$ cat src/design/swt_pkg.sv
`default_nettype none
// ----------------------------------------------------------------------------
// swt_pkg
// Types and codes shared by the send-window tracker modules.
// ----------------------------------------------------------------------------
package swt_pkg;

    localparam logic [1:0] MODE_RECORD = 2'd0;
    localparam logic [1:0] MODE_ACK    = 2'd1;
    localparam logic [1:0] MODE_REJECT = 2'd2;
    localparam logic [1:0] MODE_CLEAR  = 2'd3;

    localparam logic [1:0] ST_EMPTY    = 2'd0;
    localparam logic [1:0] ST_INFLIGHT = 2'd1;
    localparam logic [1:0] ST_ACKED    = 2'd2;
    localparam logic [1:0] ST_REJECTED = 2'd3;

    localparam logic [1:0] RC_OK      = 2'd0;
    localparam logic [1:0] RC_BLOCKED = 2'd1;
    localparam logic [1:0] RC_FULL    = 2'd2;

    localparam logic [4:0] WINDOW_RESET = 5'd7;

    typedef struct packed {
        logic [1:0] status;
        logic [2:0] seq;
    } t_entry;

    typedef struct packed {
        logic shift;
        logic clear;
    } t_cell_ctrl;

    typedef struct packed {
        t_entry entry;
        logic   hit;
    } t_head_res;

endpackage
`default_nettype wire

$ cat src/design/ax25_send_window_tracker_top.sv
`default_nettype none
// ----------------------------------------------------------------------------
// ax25_send_window_tracker_top
// Send-window tracker: a chain of table cells that rotates once through a
// scan stage for each acknowledge or reject, plus running totals.
// ----------------------------------------------------------------------------
// Record and clear: the beat moves to the done state, and its result is then loaded
// into the output registers. Acknowledge and reject: the chain first rotates once
// through the scan stage. No new input beat is taken until the result is loaded.
// A new input beat is taken while a finished result still waits downstream.
// Reset empties the table, zeroes all totals and sets the window limit to 7.
module ax25_send_window_tracker_top #(
    parameter int TABLE_DEPTH = 16
) (
    input  wire         i_clk,
    input  wire         i_rst_n,
    input  wire         i_cfg_valid,
    output logic        o_cfg_ready,
    input  wire  [4:0]  i_cfg_window_limit,
    input  wire         i_in_valid,
    output logic        o_in_stall,
    input  wire  [1:0]  i_mode,
    input  wire  [2:0]  i_seq_sent,
    input  wire  [2:0]  i_seq_recv,
    output logic        o_out_valid,
    input  wire         i_out_stall,
    output logic [1:0]  o_result_code,
    output logic [4:0]  o_changed_count,
    output logic [4:0]  o_in_flight_now,
    output logic [31:0] o_recorded_total,
    output logic [31:0] o_acked_total,
    output logic [31:0] o_rejected_total,
    output logic [31:0] o_blocked_total,
    output logic [4:0]  o_peak_in_flight
);
    import swt_pkg::*;

    localparam int CL = $clog2(TABLE_DEPTH + 1);
    localparam int CW = (CL > 5) ? CL : 5;
    localparam int SW = (TABLE_DEPTH > 1) ? $clog2(TABLE_DEPTH) : 1;

    localparam logic [1:0] S_IDLE = 2'd0;
    localparam logic [1:0] S_SCAN = 2'd1;
    localparam logic [1:0] S_DONE = 2'd2;

    logic [1:0]    r_state,         n_state;
    logic [SW-1:0] r_scan_cnt,      n_scan_cnt;
    logic [1:0]    r_mode,          n_mode;
    logic [2:0]    r_seq_recv,      n_seq_recv;
    logic [4:0]    r_window_limit;
    logic [CW-1:0] r_entry_count,   n_entry_count;
    logic [CW-1:0] r_flight_cnt,    n_flight_cnt;
    logic [CW-1:0] r_peak,          n_peak;
    logic [CW-1:0] r_changed,       n_changed;
    logic [1:0]    r_code,          n_code;
    logic [31:0]   r_recorded,      n_recorded;
    logic [31:0]   r_acked,         n_acked;
    logic [31:0]   r_rejected,      n_rejected;
    logic [31:0]   r_blocked,       n_blocked;
    logic          r_out_valid,     n_out_valid;
    logic          w_load_out;
    logic          w_in_acc;
    logic [32:0]   w_sum_acked;
    logic [32:0]   w_sum_rejected;
    logic [32:0]   w_sum_recorded;
    logic [32:0]   w_sum_blocked;
    logic [CW-1:0] w_flight_inc;

    t_cell_ctrl    w_ctrl;
    t_head_res     w_head;
    t_entry        w_chain [TABLE_DEPTH+1];

    assign w_chain[0] = (r_state == S_SCAN) ? w_head.entry : t_entry'({ST_INFLIGHT, i_seq_sent});

    for (genvar g = 0; g < TABLE_DEPTH; g++) begin : g_cell
        swt_cell u_cell (
            .i_clk   (i_clk),
            .i_rst_n (i_rst_n),
            .i_ctrl  (w_ctrl),
            .i_entry (w_chain[g]),
            .o_entry (w_chain[g+1])
        );
    end

    swt_head u_head (
        .i_mode     (r_mode),
        .i_seq_recv (r_seq_recv),
        .i_entry    (w_chain[TABLE_DEPTH]),
        .o_res      (w_head)
    );

    assign o_cfg_ready = 1'b1;
    assign o_in_stall  = (r_state != S_IDLE);
    assign w_in_acc    = i_in_valid && !o_in_stall;
    assign o_out_valid = r_out_valid;

    always_ff @(posedge i_clk) begin
        if (!i_rst_n) begin
            r_window_limit <= WINDOW_RESET;
        end else if (i_cfg_valid && o_cfg_ready) begin
            r_window_limit <= i_cfg_window_limit;
        end
    end

    always_comb begin
        n_state       = r_state;
        n_scan_cnt    = r_scan_cnt;
        n_mode        = r_mode;
        n_seq_recv    = r_seq_recv;
        n_entry_count = r_entry_count;
        n_flight_cnt  = r_flight_cnt;
        n_peak        = r_peak;
        n_changed     = r_changed;
        n_code        = r_code;
        n_recorded    = r_recorded;
        n_acked       = r_acked;
        n_rejected    = r_rejected;
        n_blocked     = r_blocked;
        n_out_valid   = r_out_valid;
        w_load_out    = 1'b0;
        w_ctrl.shift  = 1'b0;
        w_ctrl.clear  = 1'b0;

        w_flight_inc   = r_flight_cnt + CW'(1);
        w_sum_recorded = {1'b0, r_recorded} + 33'd1;
        w_sum_blocked  = {1'b0, r_blocked} + 33'd1;
        w_sum_acked    = {1'b0, r_acked} + 33'(r_changed);
        w_sum_rejected = {1'b0, r_rejected} + 33'(r_changed);

        if (r_out_valid && !i_out_stall) begin
            n_out_valid = 1'b0;
        end

        case (r_state)
            S_IDLE: begin
                if (w_in_acc) begin
                    n_mode     = i_mode;
                    n_seq_recv = i_seq_recv;
                    n_changed  = '0;
                    n_code     = RC_OK;
                    n_state    = S_DONE;
                    case (i_mode)
                        MODE_RECORD: begin
                            if (r_flight_cnt >= CW'(r_window_limit)) begin
                                n_code    = RC_BLOCKED;
                                n_blocked = w_sum_blocked[32] ? '1 : w_sum_blocked[31:0];
                            end else if (r_entry_count >= CW'(TABLE_DEPTH)) begin
                                n_code = RC_FULL;
                            end else begin
                                w_ctrl.shift  = 1'b1;
                                n_entry_count = r_entry_count + CW'(1);
                                n_flight_cnt  = w_flight_inc;
                                n_recorded    = w_sum_recorded[32] ? '1
                                                                   : w_sum_recorded[31:0];
                                if (w_flight_inc > r_peak) begin
                                    n_peak = w_flight_inc;
                                end
                            end
                        end
                        MODE_ACK, MODE_REJECT: begin
                            n_scan_cnt = SW'(TABLE_DEPTH - 1);
                            n_state    = S_SCAN;
                        end
                        default: begin
                            w_ctrl.clear  = 1'b1;
                            n_entry_count = '0;
                            n_flight_cnt  = '0;
                            n_peak        = '0;
                            n_recorded    = '0;
                            n_acked       = '0;
                            n_rejected    = '0;
                            n_blocked     = '0;
                        end
                    endcase
                end
            end
            S_SCAN: begin
                w_ctrl.shift = 1'b1;
                n_changed    = r_changed + CW'(w_head.hit);
                n_scan_cnt   = r_scan_cnt - SW'(1);
                if (r_scan_cnt == '0) begin
                    n_state = S_DONE;
                end
            end
            S_DONE: begin
                if (!r_out_valid || !i_out_stall) begin
                    w_load_out  = 1'b1;
                    n_out_valid = 1'b1;
                    n_state     = S_IDLE;
                    if (r_mode == MODE_ACK) begin
                        n_acked = w_sum_acked[32] ? '1 : w_sum_acked[31:0];
                    end
                    if (r_mode == MODE_REJECT) begin
                        n_rejected = w_sum_rejected[32] ? '1 : w_sum_rejected[31:0];
                    end
                end
            end
            default: begin
                n_state = S_IDLE;
            end
        endcase

        if (r_state == S_SCAN && r_scan_cnt == '0) begin
            n_flight_cnt = r_flight_cnt - n_changed;
        end
    end

    always_ff @(posedge i_clk) begin
        if (!i_rst_n) begin
            r_state       <= S_IDLE;
            r_entry_count <= '0;
            r_flight_cnt  <= '0;
            r_peak        <= '0;
            r_recorded    <= '0;
            r_acked       <= '0;
            r_rejected    <= '0;
            r_blocked     <= '0;
            r_out_valid   <= 1'b0;
        end else begin
            r_state       <= n_state;
            r_entry_count <= n_entry_count;
            r_flight_cnt  <= n_flight_cnt;
            r_peak        <= n_peak;
            r_recorded    <= n_recorded;
            r_acked       <= n_acked;
            r_rejected    <= n_rejected;
            r_blocked     <= n_blocked;
            r_out_valid   <= n_out_valid;
        end
    end

    always_ff @(posedge i_clk) begin
        r_scan_cnt <= n_scan_cnt;
        r_mode     <= n_mode;
        r_seq_recv <= n_seq_recv;
        r_changed  <= n_changed;
        r_code     <= n_code;
    end

    // Totals from an acknowledge or reject are folded in as the result is loaded.
    always_ff @(posedge i_clk) begin
        if (w_load_out) begin
            o_result_code    <= r_code;
            o_changed_count  <= r_changed[4:0];
            o_in_flight_now  <= r_flight_cnt[4:0];
            o_recorded_total <= r_recorded;
            o_peak_in_flight <= r_peak[4:0];
            o_blocked_total  <= r_blocked;
            if (r_mode == MODE_ACK) begin
                o_acked_total <= w_sum_acked[32] ? '1 : w_sum_acked[31:0];
            end else begin
                o_acked_total <= r_acked;
            end
            if (r_mode == MODE_REJECT) begin
                o_rejected_total <= w_sum_rejected[32] ? '1 : w_sum_rejected[31:0];
            end else begin
                o_rejected_total <= r_rejected;
            end
        end
    end

endmodule
`default_nettype wire

$ cat src/design/swt_cell.sv
`default_nettype none
// ----------------------------------------------------------------------------
// swt_cell
// One table slot: holds a status and a sequence number and takes its
// neighbor's entry whenever the chain shifts.
// ----------------------------------------------------------------------------
module swt_cell (
    input  wire                  i_clk,
    input  wire                  i_rst_n,
    input  swt_pkg::t_cell_ctrl  i_ctrl,
    input  swt_pkg::t_entry      i_entry,
    output swt_pkg::t_entry      o_entry
);
    import swt_pkg::*;

    logic [1:0] r_status;
    logic [2:0] r_seq;

    always_ff @(posedge i_clk) begin
        if (!i_rst_n || i_ctrl.clear) begin
            r_status <= ST_EMPTY;
        end else if (i_ctrl.shift) begin
            r_status <= i_entry.status;
        end
    end

    always_ff @(posedge i_clk) begin
        if (i_ctrl.shift) begin
            r_seq <= i_entry.seq;
        end
    end

    assign o_entry.status = r_status;
    assign o_entry.seq    = r_seq;

endmodule
`default_nettype wire

$ cat src/design/swt_head.sv
`default_nettype none
// ----------------------------------------------------------------------------
// swt_head
// Scan stage at the end of the chain: applies an acknowledge or reject to
// the entry leaving the last cell before it re-enters the first one.
// ----------------------------------------------------------------------------
module swt_head (
    input  wire                 [1:0] i_mode,
    input  wire                 [2:0] i_seq_recv,
    input  swt_pkg::t_entry           i_entry,
    output swt_pkg::t_head_res        o_res
);
    import swt_pkg::*;

    logic       w_inflight;
    logic       w_match;
    logic [2:0] w_dist;

    always_comb begin
        w_inflight = (i_entry.status == ST_INFLIGHT);
        w_dist     = i_seq_recv - i_entry.seq;
        case (i_mode)
            MODE_ACK:    w_match = (w_dist != 3'd0);
            MODE_REJECT: w_match = (w_dist == 3'd0);
            default:     w_match = 1'b0;
        endcase
        o_res.hit       = w_inflight && w_match;
        o_res.entry.seq = i_entry.seq;
        if (o_res.hit) begin
            o_res.entry.status = (i_mode == MODE_ACK) ? ST_ACKED : ST_REJECTED;
        end else begin
            o_res.entry.status = i_entry.status;
        end
    end

endmodule
`default_nettype wire
$ cat config.mk
export PLATFORM = sky130hd
export DESIGN_NAME = ax25_send_window_tracker_top
export DESIGN_NICKNAME = d
export VERILOG_FILES = /design/src/design/swt_pkg.sv /design/src/design/ax25_send_window_tracker_top.sv /design/src/design/swt_cell.sv /design/src/design/swt_head.sv
export SDC_FILE = /design/constraint.sdc
export NUM_CORES = 1
export LEC_CHECK = 0
export ABC_AREA = 0
export BUFFER_PORTS_ARGS = -buffer_cell sky130_fd_sc_hd__buf_2
export CAP_MARGIN = 5
export CELL_PAD_IN_SITES_DETAIL_PLACEMENT = 1
export CELL_PAD_IN_SITES_GLOBAL_PLACEMENT = 1
export CORE_UTILIZATION = 51
export DETAILED_ROUTE_END_ITERATION = 7
export GPL_TIMING_DRIVEN = 0
export PLACE_DENSITY_LB_ADDON = 0.08
export REMOVE_ABC_BUFFERS = 1
export SYNTH_ARGS = -nofsm -noshare
export SYNTH_HDL_FRONTEND = slang
export SYNTH_SLANG_ARGS = --single-unit
$ cat constraint.sdc
create_clock -name i_clk -period 16.36 [get_ports i_clk]
set_clock_uncertainty 0.1 [all_clocks]
set_input_delay 0.818 -clock i_clk [delete_from_list [all_inputs] [get_ports i_clk]]
set_output_delay 0.818 -clock i_clk [all_outputs]
set_load 0.03 [all_outputs]
==> results.py, run 1 <==
metrics = {
    "min_path": {
        "holdPathEnd": "g_cell[12].u_cell.r_seq[1]$_DFFE_PP_",
        "hp-start": "g_cell[11].u_cell.r_seq[1]$_DFFE_PP_",
        "hold_path_depth": 0,
        "hold_class": "reg2reg",
    },
    "synth": {
        "ys_types": 82,
        "syn_inst": 1704,
        "ys_seq_elements": 392,
        "synth_common_cells": "nand2_1 (217), edfxtp_1 (204), dfxtp_1 (188)",
        "yosys.area.top_type": "edfxtp_1",
        "synth_edf_count": 204,
        "post-synth-top-count-cell": "nand2_1",
        "syn_area_um2": 17700,
        "synthFlopType": "edfxtp_1",
        "postSynthAreaPerCell_um2": 10.4,
        "yosysWarnings": 0,
        "yosysSeqAreaShare_pct": 56.0,
        "async_flop_share_pct": 0,
        "synth_area_leaders": "edfxtp_1 (35%), dfxtp_1 (21%), nand2_1 (4.6%)",
        "netlist.area_leader.share_pct": 34.7,
    },
    "timing": {
        "finalHoldViolCount": 0,
        "max_slew_margin_pct": 16.3,
        "setup_viol_count_final": 0,
        "setup_tns_ns": 0,
        "tightest_slew_ns": 1.26,
        "drv_slew": 0,
        "rsz0062_at_grt": "no",
        "postLayoutSetupSlackWorst_ns": 12.17,
        "fin_crit_sh_pct": 25.6,
        "max_freq_mhz": 239,
        "period_minus_slack_ns": 4.19,
        "worst_hold_slack_ns": 0.319,
    },
    "worst_setup_path": {
        "crit_family": "simple AND/OR/NAND/NOR gates",
        "rrSetupSlack_ns": 12.17,
        "crit_required_ns": 16.71,
        "cp_max_fo": 76,
        "reg2reg_from": "r_state[1]$_SDFFE_PN0P_",
        "max_stage_delay_ns": 1.00,
        "cp.arrival_ns": 4.54,
        "endpoint_kind": "flip-flop",
        "crit_chain": "nand3_1 -> inv_6 -> nand2_2 -> nand2_1 -> nand2_1 -> mux2i_1",
        "crit_type": "reg2reg",
        "r2r_cells": 6,
        "r2r_end": "g_cell[12].u_cell.r_status[1]$_SDFFE_PP0P_",
        "slowest_stage": "nand2_1",
        "crit_buf_inv": 1,
        "crit_top_cell": "nand2_1",
        "start_kind": "flip-flop",
    },
    "cts": {
        "ctsHtreeMaxLevel": 2,
        "cts_sinks": 392,
        "clkTransAtPathRegs_ns": 0.06,
        "postCtsSetupRepairBufs": 0,
        "cts_tree": "done",
        "cts-buffers-inserted": 43,
        "clock_latency_ns": 0.54,
        "clock-root-buffer": "clkbuf_16",
        "clock_path_buffers": 3,
        "cts_hold_buf": 0,
        "cts_resized": 0,
    },
    "place": {
        "placed_cell_area_um2": 18900,
        "place_hpwl_um": 32000,
        "gp_congestion": 0.827,
        "io_buffers": 164,
        "dp_slack_ns": 11.79,
    },
    "cells_and_area": {
        "nets": 1902,
        "fin_area_um2": 20400,
        "final_util_pct": 60.4,
        "synthToLayoutAreaGrowth_pct": 15.6,
        "drive_gt1_share_pct": 14.8,
    },
    "detailed_routing": {
        "viasPerCell": 6.05,
        "drt_first_pass_iters": 5,
        "drt-initial-drc-count": 780,
        "drtAntennaViolNets": 0,
        "drc": 0,
        "wl_per_cell_um": 20.8,
        "wl_um": 48300,
        "vias": 14055,
    },
    "floorplanning": {
        "core-area_um2": 33800,
        "num_rows": 67,
        "die-area_um2": 35400,
        "start_util_pct": 52.3,
        "io_pins": 166,
        "fp.dieW_um": 188,
        "die_y_um": 188,
    },
    "power_and_ir_drop": {
        "power_frac_seq_pct": 48.0,
        "p_sw_mw": 0.507,
        "p_int_mw": 1.74,
        "leakage_nw": 7.44,
        "p_clk_share_pct": 45.7,
        "ir_worst_vdd_uv": 93.9,
        "p_per_area_nw_per_um2": 110,
        "comb_power_share_pct": 6.4,
        "p_sw_share_pct": 22.6,
    },
    "grt": {
        "antenna_found_initial": 1,
        "grt_pass1_vias": 14387,
        "grt_pass1_wl_um": 77000,
        "grt_max_degree": 85,
        "grt_usage_pct": 27.1,
        "overflow": 0,
    },
    "outcome": {
        "status": "finished clean",
    },
    "flow_run": {
        "maxCapViolCount": 0,
    },
}
[cells by family (layout without fill, tap and decap cells)]
family,count (synthesis),in the layout,share of synthesized area [%]
DFF,392,392,56.0
other,1,2,0.0212
and+or+nand+nor,579,579,16.3
buffers and inverters,138,310,3.27
AOI/OAI and AO/OA,467,467,16.9
muxes,38,38,2.17
adders and majority gates,40,40,2.96
xor gates and xnor gates,49,49,2.43
[power groups by stage]
stage | Combinational [mW] | Clock [mW] | Sequential, mW
after global routing | 0.153 | 1.08 | 1.08
after detailed placement | 0.143 | 0 | 1.10
final | 0.143 | 1.03 | 1.08
after global placement | 0.135 | 0 | 1.10
after CTS | 0.144 | 1.04 | 1.08
after floorplan | 0.0559 | 0 | 1.13
[layout by cell type (no fill, tap or decap), types with 36 or more instances in the layout]
| master | synthesis | final |
|---|---|---|
| nor2_1 | 94 | 91 |
| nand3_1 | 70 | 70 |
| nor3_1 | 38 | 38 |
| dfxtp_1 | 188 | 188 |
| edfxtp_1 | 204 | 204 |
| buf_2 | 11 | 164 |
| a21oi_1 | 102 | 102 |
| mux2i_1 | 36 | 36 |
| o21ai_0 | 147 | 146 |
| clkbuf_16 | 0 | 45 |
| inv_1 | 55 | 53 |
| nand2_1 | 217 | 216 |
| ha_1 | 37 | 37 |
[worst max path at each step]
stage,cells after the start,endpoint,from,slack (ns)
after CTS,6,g_cell[12].u_cell.r_status[1]$_SDFFE_PP0P_,r_state[1]$_SDFFE_PN0P_,12.11
after global routing,6,g_cell[12].u_cell.r_status[1]$_SDFFE_PP0P_,r_state[1]$_SDFFE_PN0P_,11.87
after floorplan,7,r_acked[16]$_SDFFE_PN0P_,i_out_stall,9.04
after detailed placement,8,g_cell[12].u_cell.r_status[1]$_SDFFE_PP0P_,i_out_stall,11.79
after global placement,8,r_acked[16]$_SDFFE_PN0P_,i_out_stall,5.43
final,6,g_cell[12].u_cell.r_status[1]$_SDFFE_PP0P_,r_state[1]$_SDFFE_PN0P_,12.17
[cell type report]
cell class,instances,area (um^2)
fill,3671,13400
inverter,56,215
clock buffer,57,1200
sequential,392,9890
clock inverter,20,300
tap,448,561
antenna,1,2.50
multi-input combinational,1174,7230
timing repair buffer,177,1020
[per-stage QoR]
stage               power [mW]  instances
detailed placement        1.24       2246
floorplan                 1.19       1622
global placement          1.24       2234
global route              2.32       2324
CTS                       2.27       2323
finish                    2.25       2325
[flip-flops by register name, indices dropped and copies added, names as in the netlist, 3 cells and up]
register	flops
r_window_limit	5
g_cell.u_cell.r_status	32
g_cell.u_cell.r_seq	48
r_flight_cnt	5
r_scan_cnt	4
r_changed	5
r_seq_recv	3
o_recorded_total	32
r_peak	5
r_blocked	32
r_rejected	32
o_rejected_total	32
o_acked_total	32
o_blocked_total	32
o_changed_count	5
o_peak_in_flight	5
r_entry_count	5
r_recorded	32
o_in_flight_now	5
r_acked	32
[per-layer routing]
metal / global-route usage [%] / up-vias / part of all wire (%)
li1: - / 6570 / -
met1: 35.0 / 7034 / 43
met2: 46.6 / 347 / 50
met3: 3.91 / 104 / 4.5
met4: 9.19 / 0 / 2.8
met5: 0 / - / 0
(Power assumes the default switching activity.)
==> inputs of run 2 (changes only) <==
Settings changed: ABC_AREA 0 to 1, CORE_UTILIZATION 51 to 41.
Clock period 16.36 ns to 3.64 ns, I/O delays scaled along.
==> run 2 against run 1 <==
Design area up 9.7%. First-iteration DRC count decreased by 9.0%. Routed wire length increased by 9.4%. Worst hold slack worse by 0.11 ns. Die area grew 32%. Critical path depth increased by 17. Sequential share of layout area is 4.3 points lower. Sequential cell count unchanged. Clock power grew to 4.4 times the previous value. Count of clock-buffer cells in the layout shrank 5. Non-clock buffer count grew 35. Sequential power rose to 4.6 times the previous value. Critical path type unchanged.
==> results.py, run 2 <==
metrics = {
    "outcome": {
        "status": "finished clean",
    },
    "cells_and_area": {
        "drive_gt1_share_pct": 14.9,
        "largest_reg_flops": 48,
        "top_register": "g_cell.u_cell.r_seq",
        "register_area_um2": 9890,
        "synthToLayoutAreaGrowth_pct": 18.7,
        "nets": 2528,
        "final_cell_mix": "nand2_1 (699), edfxtp_1 (204), inv_1 (192)",
        "multiInputGateArea_um2": 8060,
        "final_common_cell": "nand2_1",
        "diodes": 0,
        "nFillCells": 5459,
    },
    "worst_setup_path": {
        "crit_chain": "ha_4 -> inv_4 -> nor2_4 -> nor2_1 -> nand2_1 -> nand2_1 -> nor2_2 -> nand2_1 -> nand3_2 -> inv_2 -> ha_4 -> ha_4 -> inv_2 -> o22ai_4 -> inv_2 -> buf_4 -> ha_1 -> nand3_1 -> nand2_1 -> o21ai_2 -> a21oi_1 -> o21ai_1 -> a21oi_1",
        "cp.arrival_ns": 3.91,
        "r2r_cells": 23,
        "cp_max_fo": 3,
        "crit_required_ns": 4.00,
        "crit_top_cell": "nand2_1",
        "crit_type": "reg2reg",
        "crit_buf_inv": 5,
        "crit_family": "adder cells",
        "r2r_end": "r_flight_cnt[3]$_SDFFE_PN0P_",
        "cp_num_cells": 23,
        "slowest_stage": "edfxtp_1",
        "endpoint_kind": "flip-flop",
        "max_stage_delay_ns": 0.43,
        "critPathLaunch": "r_seq_recv[1]$_DFFE_PP_",
        "rrSetupSlack_ns": 0.08,
        "start_kind": "flip-flop",
        "reg2reg_from": "r_seq_recv[1]$_DFFE_PP_",
    },
    "floorplanning": {
        "die_y_um": 216,
        "start_util_pct": 41.6,
        "fp.dieW_um": 216,
        "die-area_um2": 46900,
        "num_rows": 78,
        "core-area_um2": 45400,
        "io_pins": 166,
    },
    "synth": {
        "yosys.area.top_type": "edfxtp_1",
        "postSynthAreaPerCell_um2": 8.26,
        "netlist.area_leader.share_pct": 32.5,
        "synth_edf_count": 204,
        "async_flop_share_pct": 0,
        "synth_common_cells": "nand2_1 (701), edfxtp_1 (204), inv_1 (198)",
        "ys_seq_elements": 392,
        "post-synth-top-count-cell": "nand2_1",
        "yosysWarnings": 0,
        "ys_types": 46,
        "synth_area_leaders": "edfxtp_1 (32%), dfxtp_1 (20%), nand2_1 (14%)",
        "syn_area_um2": 18900,
        "synthFlopType": "edfxtp_1",
        "yosysSeqAreaShare_pct": 52.4,
        "syn_inst": 2283,
    },
    "timing": {
        "max_freq_mhz": 281,
        "period_minus_slack_ns": 3.56,
        "worst_hold_slack_ns": 0.207,
        "finalHoldViolCount": 0,
        "max_slew_margin_pct": 18.1,
        "setup_viol_count_final": 0,
        "fin_crit_sh_pct": 97.7,
        "tightest_slew_ns": 1.23,
        "drv_slew": 0,
    },
    "min_path": {
        "holdPathEnd": "r_seq_recv[2]$_DFFE_PP_",
        "hold_class": "in2reg",
        "hp-start": "i_seq_recv[2]",
        "hold_path_depth": 2,
    },
    "cts": {
        "clock-root-buffer": "clkbuf_16",
        "ctsHtreeMaxLevel": 2,
        "cts_tree": "done",
        "cts_sinks": 392,
        "clock_latency_ns": 0.59,
        "clkTransAtPathRegs_ns": 0.06,
        "cts-buffers-inserted": 44,
        "clock_path_buffers": 3,
    },
    "flow_run": {
        "maxCapViolCount": 0,
    },
    "detailed_routing": {
        "vias": 15952,
        "drtAntennaViolNets": 0,
        "viasPerCell": 5.14,
        "wl_um": 52900,
        "drt-initial-drc-count": 710,
        "wl_per_cell_um": 17.0,
        "drt_first_pass_iters": 5,
        "drc": 0,
    },
    "place": {
        "gp_congestion": 0.862,
        "io_buffers": 164,
        "place_hpwl_um": 37100,
    },
    "grt": {
        "antenna_found_initial": 0,
        "overflow": 0,
        "grt_pass1_wl_um": 85900,
        "grt_max_degree": 88,
        "grt_pass1_vias": 16367,
        "grt_usage_pct": 22.7,
    },
    "power_and_ir_drop": {
        "leakage_nw": 8.27,
        "p_per_area_nw_per_um2": 464,
        "ir_worst_vdd_uv": 291,
        "total_power_mw": 10.4,
    },
}
-- run 2: cell types whose count changed after synthesis, moves of 24 or more --
| cell | before | now |
|---|---|---|
| nor2_1 | 94 | 182 |
| and3_1 | 24 | 0 |
| nand2_1 | 217 | 701 |
| inv_1 | 55 | 198 |
| a21oi_1 | 102 | 189 |
| o21ai_0 | 147 | 56 |
| mux2i_1 | 36 | 0 |
| nand3_1 | 70 | 187 |
-- run 2: through the flow --
stage / worst slack (ns) / TNS (ns) / std cells / cell area [um^2] / utilization (%)
floorplan: -7.44 / -1464.91 / 2210 / 18500 / -
global placement: -13.09 / -2794.11 / 2974 / 20100 / 44.3
detailed placement: -0.629 / -25.89 / 2987 / 20400 / 44.9
CTS: -0.0770 / -0.0770 / 3097 / 22200 / 49.0
global route: -0.127 / -0.258 / 3106 / 22400 / 49.3
finish: 0.0845 / 0 / 3106 / 22400 / 49.3
-- run 2: cell type report --
class	count	share of cell area, %
sequential	392	44.2
multi-input combinational	1615	36.0
timing repair buffer	212	6.35
clock buffer	52	5.23
inverter	203	3.45
tap	600	3.35
clock inverter	30	1.41
timing repair inverter	2	0.0447
-- run 2: per-layer routing --
layer / vias to the layer above / track usage (%) / wire, um
met5: - / 0 / 0
met4: 0 / 6.38 / 1020
met2: 220 / 40.0 / 26300
li1: 7933 / - / -
met1: 7733 / 29.1 / 23900
met3: 66 / 2.86 / 1690
-- run 2: how the worst max path moves through the flow --
stage                                         endpoint  slack (ns)
after floorplan             r_rejected[8]$_SDFFE_PN0P_       -7.44
after global placement      r_rejected[8]$_SDFFE_PN0P_      -13.09
after detailed placement  r_flight_cnt[4]$_SDFFE_PN0P_       -0.63
after CTS                 r_flight_cnt[4]$_SDFFE_PN0P_       -0.08
after global routing      r_flight_cnt[3]$_SDFFE_PN0P_       -0.13
final                     r_flight_cnt[3]$_SDFFE_PN0P_        0.08
-- run 2: logic make-up after synthesis --
family                     after synthesis  synth area share, %
AOI/OAI and AO/OA                      267                 7.34
xor gates and xnor gates                43                 2.00
other                                    1               0.0199
DFF                                    392                 52.4
and+or+nand+nor                       1264                 29.6
adders and majority gates               40                 2.77
buffers and inverters                  276                 5.86
-- run 2: repair_timing --
action | CTS | global route
pin swaps | 1 | 15
setup endpoints to repair | 84 | 4
hold endpoints to repair | 22 | 0
gates cloned | 2 | 0
hold buffers | 26 | 0
buffers inserted | 0 | 10
gates resized for setup | 14 | 29
-- run 2: power breakdown --
part | switching [mW] | internal (mW)
combinational | 0.687 | 0.233
sequential | 0.0708 | 4.86
clock | 1.86 | 2.67
total | 2.62 | 7.76
